[src/sldf_pkg.sv]
// Shared types and constants of the sync/length/checksum deframer.
`timescale 1ns / 1ps

package sldf_pkg;

    // Largest accepted frame length (length field counts the checksum too).
    localparam int MAX_FRAME_LEN = 32;

    // Payload buffer depth and widths derived from it.
    localparam int STORE_DEPTH = MAX_FRAME_LEN;
    localparam int CNT_W       = $clog2(MAX_FRAME_LEN);
    localparam int LEN_W       = $clog2(MAX_FRAME_LEN + 1);
    localparam int CMP_W       = CNT_W + 2;

    localparam logic [7:0]  SYNC_FIRST  = 8'hA5;
    localparam logic [7:0]  SYNC_SECOND = 8'h5A;
    localparam logic [15:0] SUM_SEED    = 16'hBEAF;
    localparam logic [15:0] MIN_LEN     = 16'd2;

    typedef enum logic [1:0] {
        STATUS_PAYLOAD  = 2'd0,
        STATUS_MISMATCH = 2'd1,
        STATUS_EMPTY    = 2'd2
    } t_status;

    // Parse phase, one-hot.
    typedef enum logic [6:0] {
        PH_HUNT    = 7'b0000001,
        PH_SYNC2   = 7'b0000010,
        PH_LEN_LO  = 7'b0000100,
        PH_LEN_HI  = 7'b0001000,
        PH_SUM_LO  = 7'b0010000,
        PH_SUM_HI  = 7'b0100000,
        PH_PAYLOAD = 7'b1000000
    } t_phase;

    // Handshake control, one-hot.
    typedef enum logic [2:0] {
        ST_IN   = 3'b001,
        ST_READ = 3'b010,
        ST_OUT  = 3'b100
    } t_state;

endpackage

[src/sldf_ram.sv]
// Generic single-port-write, single-port-read RAM with registered read data.
`timescale 1ns / 1ps

module sldf_ram #(
    parameter int WIDTH = 8,
    parameter int DEPTH = 32
) (
    input  logic                     i_clk,
    input  logic                     i_we,
    input  logic [$clog2(DEPTH)-1:0] i_waddr,
    input  logic [WIDTH-1:0]         i_wdata,
    input  logic                     i_re,
    input  logic [$clog2(DEPTH)-1:0] i_raddr,
    output logic [WIDTH-1:0]         o_rdata
);

    logic [WIDTH-1:0] r_mem [DEPTH];
    logic [WIDTH-1:0] r_rdata;

    always_ff @(posedge i_clk) begin
        if (i_we) begin
            r_mem[i_waddr] <= i_wdata;
        end
        if (i_re) begin
            r_rdata <= r_mem[i_raddr];
        end
    end

    assign o_rdata = r_rdata;

endmodule

[src/sync_length_checksum_deframer.sv]
// Top level: hunts sync, checks length and additive checksum, releases payload words.
// A word that ends a frame gives its first result in the next cycle (error or empty
//   frame), or after a buffer read state (payload).
// Throughput: one input word per cycle between frames; releasing a good frame passes each
//   payload word through a buffer read state, then an output state held until it is taken.
// Input is held off while results of a frame are pending.
// Reset (i_rst_n low, synchronous): hunt for the first sync word, no result pending.
`timescale 1ns / 1ps

module sync_length_checksum_deframer (
    input  logic       i_clk,
    input  logic       i_rst_n,
    input  logic       i_rx_valid,
    output logic       o_rx_ready,
    input  logic [7:0] i_rx_byte,
    output logic       o_res_valid,
    input  logic       i_res_ready,
    output logic [1:0] o_status,
    output logic [7:0] o_payload_byte,
    output logic       o_is_last
);

    localparam int CNT_W = sldf_pkg::CNT_W;
    localparam int LEN_W = sldf_pkg::LEN_W;
    localparam int CMP_W = sldf_pkg::CMP_W;

    // Control state.
    sldf_pkg::t_state  r_state,  n_state;
    sldf_pkg::t_phase  r_phase,  n_phase;
    sldf_pkg::t_status r_out_status, n_out_status;
    logic              r_out_last, n_out_last;

    // Frame header and running checksum.
    logic [7:0]        r_len_lo, n_len_lo;
    logic [LEN_W-1:0]  r_len, n_len;
    logic [7:0]        r_recv_lo, n_recv_lo;
    logic [15:0]       r_recv_sum, n_recv_sum;
    logic [15:0]       r_sum, n_sum;
    logic [CNT_W-1:0]  r_cnt, n_cnt;

    // Release walk over the payload buffer.
    logic [CNT_W-1:0]  r_rel_idx, n_rel_idx;
    logic [CNT_W-1:0]  r_rel_cnt, n_rel_cnt;

    // Buffer ports.
    logic              ram_we;
    logic              ram_re;
    logic [7:0]        ram_rdata;

    logic              rx_fire;
    logic              res_fire;
    logic [15:0]       len_full;
    logic [15:0]       recv_full;
    logic [15:0]       sum_add;
    logic [CNT_W-1:0]  cnt_inc;
    logic              payload_done;

    assign rx_fire   = i_rx_valid && o_rx_ready;
    assign res_fire  = o_res_valid && i_res_ready;
    assign len_full  = {i_rx_byte, r_len_lo};
    assign recv_full = {i_rx_byte, r_recv_lo};
    assign sum_add   = r_sum + {8'd0, i_rx_byte};
    assign cnt_inc   = r_cnt + CNT_W'(1);
    // Frame ends once the payload taken plus the two checksum words reaches the length.
    assign payload_done = (CMP_W'(cnt_inc) + CMP_W'(2)) >= CMP_W'(r_len);

    // Store each payload word at its position in the payload.
    assign ram_we = rx_fire && (r_phase == sldf_pkg::PH_PAYLOAD);
    assign ram_re = (r_state == sldf_pkg::ST_READ);

    sldf_ram #(
        .WIDTH (8),
        .DEPTH (sldf_pkg::STORE_DEPTH)
    ) u_store (
        .i_clk   (i_clk),
        .i_we    (ram_we),
        .i_waddr (r_cnt),
        .i_wdata (i_rx_byte),
        .i_re    (ram_re),
        .i_raddr (r_rel_idx),
        .o_rdata (ram_rdata)
    );

    always_comb begin
        n_state      = r_state;
        n_phase      = r_phase;
        n_out_status = r_out_status;
        n_out_last   = r_out_last;
        n_len_lo     = r_len_lo;
        n_len        = r_len;
        n_recv_lo    = r_recv_lo;
        n_recv_sum   = r_recv_sum;
        n_sum        = r_sum;
        n_cnt        = r_cnt;
        n_rel_idx    = r_rel_idx;
        n_rel_cnt    = r_rel_cnt;

        unique case (r_state)
            sldf_pkg::ST_IN: begin
                if (rx_fire) begin
                    unique case (r_phase)
                        sldf_pkg::PH_SYNC2: begin
                            n_phase = (i_rx_byte == sldf_pkg::SYNC_SECOND) ?
                                      sldf_pkg::PH_LEN_LO : sldf_pkg::PH_HUNT;
                        end
                        sldf_pkg::PH_LEN_LO: begin
                            n_len_lo = i_rx_byte;
                            n_phase  = sldf_pkg::PH_LEN_HI;
                        end
                        sldf_pkg::PH_LEN_HI: begin
                            // Drop frames whose length is out of range.
                            n_len = LEN_W'(len_full);
                            if (len_full < sldf_pkg::MIN_LEN ||
                                len_full > 16'(sldf_pkg::MAX_FRAME_LEN)) begin
                                n_phase = sldf_pkg::PH_HUNT;
                            end else begin
                                n_phase = sldf_pkg::PH_SUM_LO;
                            end
                        end
                        sldf_pkg::PH_SUM_LO: begin
                            n_recv_lo = i_rx_byte;
                            n_phase   = sldf_pkg::PH_SUM_HI;
                        end
                        sldf_pkg::PH_SUM_HI: begin
                            n_recv_sum = recv_full;
                            n_sum      = sldf_pkg::SUM_SEED;
                            n_cnt      = '0;
                            if (r_len == LEN_W'(2)) begin
                                // Empty payload: frame ends here.
                                n_phase    = sldf_pkg::PH_HUNT;
                                n_state    = sldf_pkg::ST_OUT;
                                n_out_last = 1'b1;
                                n_out_status = (recv_full == sldf_pkg::SUM_SEED) ?
                                               sldf_pkg::STATUS_EMPTY :
                                               sldf_pkg::STATUS_MISMATCH;
                            end else begin
                                n_phase = sldf_pkg::PH_PAYLOAD;
                            end
                        end
                        sldf_pkg::PH_PAYLOAD: begin
                            n_sum = sum_add;
                            n_cnt = cnt_inc;
                            if (payload_done) begin
                                n_phase = sldf_pkg::PH_HUNT;
                                if (sum_add != r_recv_sum) begin
                                    n_state      = sldf_pkg::ST_OUT;
                                    n_out_status = sldf_pkg::STATUS_MISMATCH;
                                    n_out_last   = 1'b1;
                                end else begin
                                    // Good frame: walk the buffer from the start.
                                    n_state   = sldf_pkg::ST_READ;
                                    n_rel_idx = '0;
                                    n_rel_cnt = cnt_inc;
                                end
                            end
                        end
                        default: begin
                            n_phase = (i_rx_byte == sldf_pkg::SYNC_FIRST) ?
                                      sldf_pkg::PH_SYNC2 : sldf_pkg::PH_HUNT;
                        end
                    endcase
                end
            end
            sldf_pkg::ST_READ: begin
                // Read data lands in the RAM output register next cycle.
                n_state      = sldf_pkg::ST_OUT;
                n_out_status = sldf_pkg::STATUS_PAYLOAD;
                n_out_last   = ((r_rel_idx + CNT_W'(1)) == r_rel_cnt);
            end
            sldf_pkg::ST_OUT: begin
                if (res_fire) begin
                    if (r_out_last) begin
                        n_state = sldf_pkg::ST_IN;
                    end else begin
                        n_state   = sldf_pkg::ST_READ;
                        n_rel_idx = r_rel_idx + CNT_W'(1);
                    end
                end
            end
            default: begin
                n_state = sldf_pkg::ST_IN;
            end
        endcase
    end

    always_ff @(posedge i_clk) begin
        if (!i_rst_n) begin
            r_state      <= sldf_pkg::ST_IN;
            r_phase      <= sldf_pkg::PH_HUNT;
            r_out_status <= sldf_pkg::STATUS_PAYLOAD;
            r_out_last   <= 1'b0;
            r_cnt        <= '0;
            r_sum        <= sldf_pkg::SUM_SEED;
            r_rel_idx    <= '0;
            r_rel_cnt    <= '0;
        end else begin
            r_state      <= n_state;
            r_phase      <= n_phase;
            r_out_status <= n_out_status;
            r_out_last   <= n_out_last;
            r_cnt        <= n_cnt;
            r_sum        <= n_sum;
            r_rel_idx    <= n_rel_idx;
            r_rel_cnt    <= n_rel_cnt;
        end
    end

    // Header fields need no reset: each is written before it is used.
    always_ff @(posedge i_clk) begin
        r_len_lo   <= n_len_lo;
        r_len      <= n_len;
        r_recv_lo  <= n_recv_lo;
        r_recv_sum <= n_recv_sum;
    end

    assign o_rx_ready     = (r_state == sldf_pkg::ST_IN);
    assign o_res_valid    = (r_state == sldf_pkg::ST_OUT);
    assign o_status       = r_out_status;
    assign o_payload_byte = (r_out_status == sldf_pkg::STATUS_PAYLOAD) ? ram_rdata : 8'd0;
    assign o_is_last      = r_out_last;

    // Input and output never both open.
    a_no_overlap: assert property (@(posedge i_clk) disable iff (!i_rst_n)
        !(o_rx_ready && o_res_valid))
        else $error("input ready while a result is pending");

    // Error and empty-frame results are single and so always last.
    a_single_last: assert property (@(posedge i_clk) disable iff (!i_rst_n)
        (o_res_valid && o_status != sldf_pkg::STATUS_PAYLOAD) |-> o_is_last)
        else $error("non-payload result without last mark");

    // Release walk stays inside the received payload.
    a_idx_bound: assert property (@(posedge i_clk) disable iff (!i_rst_n)
        (r_state == sldf_pkg::ST_READ) |-> (r_rel_idx < r_rel_cnt))
        else $error("buffer read beyond payload count");

    // A last result returns the block to input once taken.
    a_last_closes: assert property (@(posedge i_clk) disable iff (!i_rst_n)
        (res_fire && o_is_last) |=> o_rx_ready)
        else $error("block did not reopen input after last result");

endmodule

[config.mk]
export PLATFORM = sky130hd
export DESIGN_NAME = sync_length_checksum_deframer
export DESIGN_NICKNAME = d
export VERILOG_FILES = /design/src/sldf_pkg.sv /design/src/sldf_ram.sv /design/src/sync_length_checksum_deframer.sv
export SDC_FILE = /design/constraint.sdc
export NUM_CORES = 1
export LEC_CHECK = 0
export ABC_AREA = 1
export BUFFER_PORTS_ARGS = -buffer_cell sky130_fd_sc_hd__buf_4
export CAP_MARGIN = 5
export CORE_UTILIZATION = 30
export CTS_BUF_LIST = sky130_fd_sc_hd__clkbuf_8
export CTS_CLUSTER_DIAMETER = 30
export DETAILED_ROUTE_END_ITERATION = 8
export GPL_ROUTABILITY_DRIVEN = 0
export GPL_TIMING_DRIVEN = 0
export MAX_ROUTING_LAYER = met4
export SETUP_SLACK_MARGIN = 0.5
export SLEW_MARGIN = 5
export SYNTH_ARGS = -nofsm -noshare
export SYNTH_HDL_FRONTEND = slang
export SYNTH_SLANG_ARGS = --single-unit
export TNS_END_PERCENT = 10
[constraint.sdc]
create_clock -name i_clk -period 2.93 [get_ports i_clk]
set_clock_uncertainty 0.1 [all_clocks]
set_input_delay 0.7325 -clock i_clk [delete_from_list [all_inputs] [get_ports i_clk]]
set_output_delay 0.7325 -clock i_clk [all_outputs]
set_load 0.05 [all_outputs]
==> flow_metrics.env <==
export IMPL_status="finished, final reports clean"
export IMPL_antenna_found_initial=0
export IMPL_final_area_sq_mm=0.0189
export IMPL_post_route_util=0.383
export IMPL_slew_viol_final=0
export IMPL_cts_root_buf="clkbuf_8"
export IMPL_core_area_sq_mm=0.0493
export IMPL_ir_worst_vdd_mv=0.366
export IMPL_clk_pin_slew_ns=0.05
export IMPL_syn_nets=1428
export IMPL_start_util=0.307
export IMPL_instances_no_fill=2247
export IMPL_crit_required_ns=3.35
export IMPL_drc=0
export IMPL_grt_use_total=0.182
export IMPL_die_h_microns=226
export IMPL_final_fill_count=4782
export IMPL_first_global_vias=11300
export IMPL_post_dp_cell_area_sq_mm=0.0162
export IMPL_pre_cts_slack_ns=-0.640
export IMPL_drive_above_1_share=0.222
export IMPL_cts_sinks=346
export IMPL_max_cap_violations=0
export IMPL_synth_seq_area_share=0.659
export IMPL_synth_warnings=0
export IMPL_numCtsBuffers=67
export IMPL_fp_dieArea_sq_mm=0.0512
export IMPL_ys_top_cells_by_area="edfxtp_1 (60%), nor2_1 (6.3%), dfxtp_1 (5.8%)"
export IMPL_async_flop_share=0
export IMPL_hold_path_class="in2reg"
export IMPL_fmax_mhz=369
export IMPL_grt_overflow_total=0
export IMPL_drtPass1Iterations=8
export IMPL_cts_tree="done"
export IMPL_wl_per_cell_microns=20.0
export IMPL_drt_iter0_drc=1369
export IMPL_synth_top_cell_area_share=0.600
export IMPL_vias_per_cell=5.10
export IMPL_min_period_over_period=0.926
export IMPL_yosysUniqueCellTypes=47
export IMPL_yosysMostFrequentCell="edfxtp_1"
export IMPL_hold_buffers=0
export IMPL_syn_inst=1395
export IMPL_critPathMaxFanout=39
export IMPL_ys_ff_latch=346
export IMPL_io_pins=25
export IMPL_syn_area_sq_mm=0.0151
export IMPL_post_route_min_period_ns=2.71
export IMPL_area_growth_pct=24.9
export IMPL_die_x_microns=226
export IMPL_worstPathArrival_ns=3.13
export IMPL_synth_flop_cell="edfxtp_1"
export IMPL_synth_top_cells_by_count="edfxtp_1 (302), nor2_1 (253), nand2_1 (162)"
export IMPL_end_kind="flop"
export IMPL_synth_largest_area_cell="edfxtp_1"
export IMPL_clkLatencyLatePin_ns=0.64
export IMPL_tightest_slew_ns=0.787
export IMPL_critical_path_class="in2reg"
export IMPL_wl_microns=44900
export IMPL_startpoint_type="input pin"
export IMPL_dp_hpwl_microns=28100
export IMPL_p_per_area_mw_per_mm2=590
export IMPL_fin_nets=1563
export IMPL_row_count=81
export IMPL_synth_edf_count=302
export IMPL_rsz0062_at_grt="true"
export IMPL_grt_max_degree=41
export IMPL_num_antenna_cells=0
export IMPL_timing_final_ws_setup_ns=0.218
export IMPL_dp_cells=2083
export IMPL_power_mw=11.1
export IMPL_grt_pass1_wl_microns=66600
export IMPL_num_vias=11500
export IMPL_finalHoldViolations=0
export IMPL_setup_viol=0
export IMPL_ant_nets=0
export IMPL_clk_path_buf_depth=3
export IMPL_port_buffers=23
export IMPL_avgSynthCellArea_sq_um=10.8
export IMPL_slew_headroom=0.475
export IMPL_power_leakage_nw=6.83
export IMPL_cts_htree_levels=3
[stage by stage]
step / TNS, ns / hold slack (ns)
6_report: 0 / 0.321
4_1_cts: 0 / 0.278
2_1_floorplan: 0 / 0.326
5_1_grt: 0 / 0.318
3_3_place_gp: -80.98 / 0.333
3_5_place_dp: -111.50 / 0.334
[timing repair]
item,4_1_cts,5_1_grt
gates cloned,0,3
pin swaps,30,28
setup endpoints to repair,328,324
gates resized for setup,111,135
setup buffers,29,10
[worst paths after layout]
check	startpoint	endpoint	slack, ns	cells past startpoint
max	i_rx_byte[0]	r_rel_idx[1]$_SDFFE_PN0P_	0.22	20
max reg2reg	r_cnt[0]$_SDFFE_PN0P_	r_rel_idx[1]$_SDFFE_PN0P_	0.22	16
min	i_res_ready	r_state[0]$_SDFFE_PN1P_	0.32	3
min reg2reg	r_len_lo[3]$_DFFE_PP_	r_len[3]$_DFFE_PP_	0.34	0
[placed cells by master (no fill, tap or decap), types with 11 or more instances in the layout]
| cell | netlist | routed |
|---|---|---|
| nand2_1 | 162 | 146 |
| nor2_1 | 253 | 209 |
| buf_4 | 0 | 48 |
| clkbuf_1 | 52 | 20 |
| o22ai_1 | 22 | 22 |
| clkbuf_2 | 0 | 26 |
| nand2_2 | 6 | 14 |
| ha_1 | 20 | 15 |
| nor2_2 | 3 | 15 |
| clkbuf_8 | 0 | 70 |
| a21oi_1 | 27 | 22 |
| inv_1 | 104 | 105 |
| dfxtp_1 | 44 | 39 |
| nand3_1 | 90 | 80 |
| o221ai_1 | 44 | 44 |
| edfxtp_1 | 302 | 302 |
| nor2_4 | 2 | 34 |
| o21ai_0 | 152 | 150 |
| buf_12 | 0 | 11 |
[kinds of logic after synthesis]
family,count (synthesis),synth area share
AND/OR/NAND/NOR,553,0.156
AO/OA/AOI/OAI,284,0.114
buffers and inverters,176,0.0451
adder cells (fa/ha/maj),21,0.0179
XOR/XNOR,15,0.00870
flip-flops,346,0.659
[per-layer routing]
| layer | part of all wire | up-vias | GRT usage |
|---|---|---|---|
| met2 | 0.46 | 530 | 0.280 |
| met5 | 0 | - | - |
| li1 | - | 5275 | - |
| met3 | 0.091 | 108 | 0.0483 |
| met1 | 0.41 | 5543 | 0.227 |
| met4 | 0.035 | 0 | 0.0756 |
[state kept, by name, indices dropped and copies added (netlist names)]
| register | count |
|---|---|
| r_len | 6 |
| r_recv_sum | 16 |
| r_phase | 7 |
| r_state | 3 |
| r_cnt | 5 |
| u_store.r_mem | 256 |
| r_recv_lo | 8 |
| r_rel_idx | 5 |
| o_is_last | 1 |
| u_store.o_rdata | 8 |
| r_rel_cnt | 5 |
| r_sum | 16 |
| o_status | 2 |
| r_len_lo | 8 |
[layout make-up]
class                   count  area [sq um]  share of cell area
plain buffers              66           340              0.0180
clock buffers              69           950              0.0504
clock inverters            53           566              0.0300
inverters                 110           422              0.0224
multi-input cells         874          5130               0.272
flip-flops and latches    346          9960               0.528
well taps                 664           831              0.0441
repair buffers             65           656              0.0348
[critical path: stages]
cell	delay, ns
buf_8	0.16
ha_4	0.21
fa_2	0.42
nand2_2	0.10
nand2_4	0.08
nand3_4	0.09
nand2_4	0.06
nand2_2	0.06
nand3_1	0.07
nand2_1	0.09
nand3_2	0.10
nor2_2	0.13
nand2_2	0.07
nor2_4	0.21
nand2_4	0.09
nand2_4	0.10
buf_6	0.12
nand3_2	0.06
nand2_1	0.07
nor2_1	0.07
[power by group]
part,switching (mW),internal [mW],leakage (nW)
clock,2.27,3.16,0.787
sequential,0.00912,5.35,3.07
combinational,0.238,0.0969,2.97
total,2.51,8.61,6.83
(Power assumes the default switching activity.)
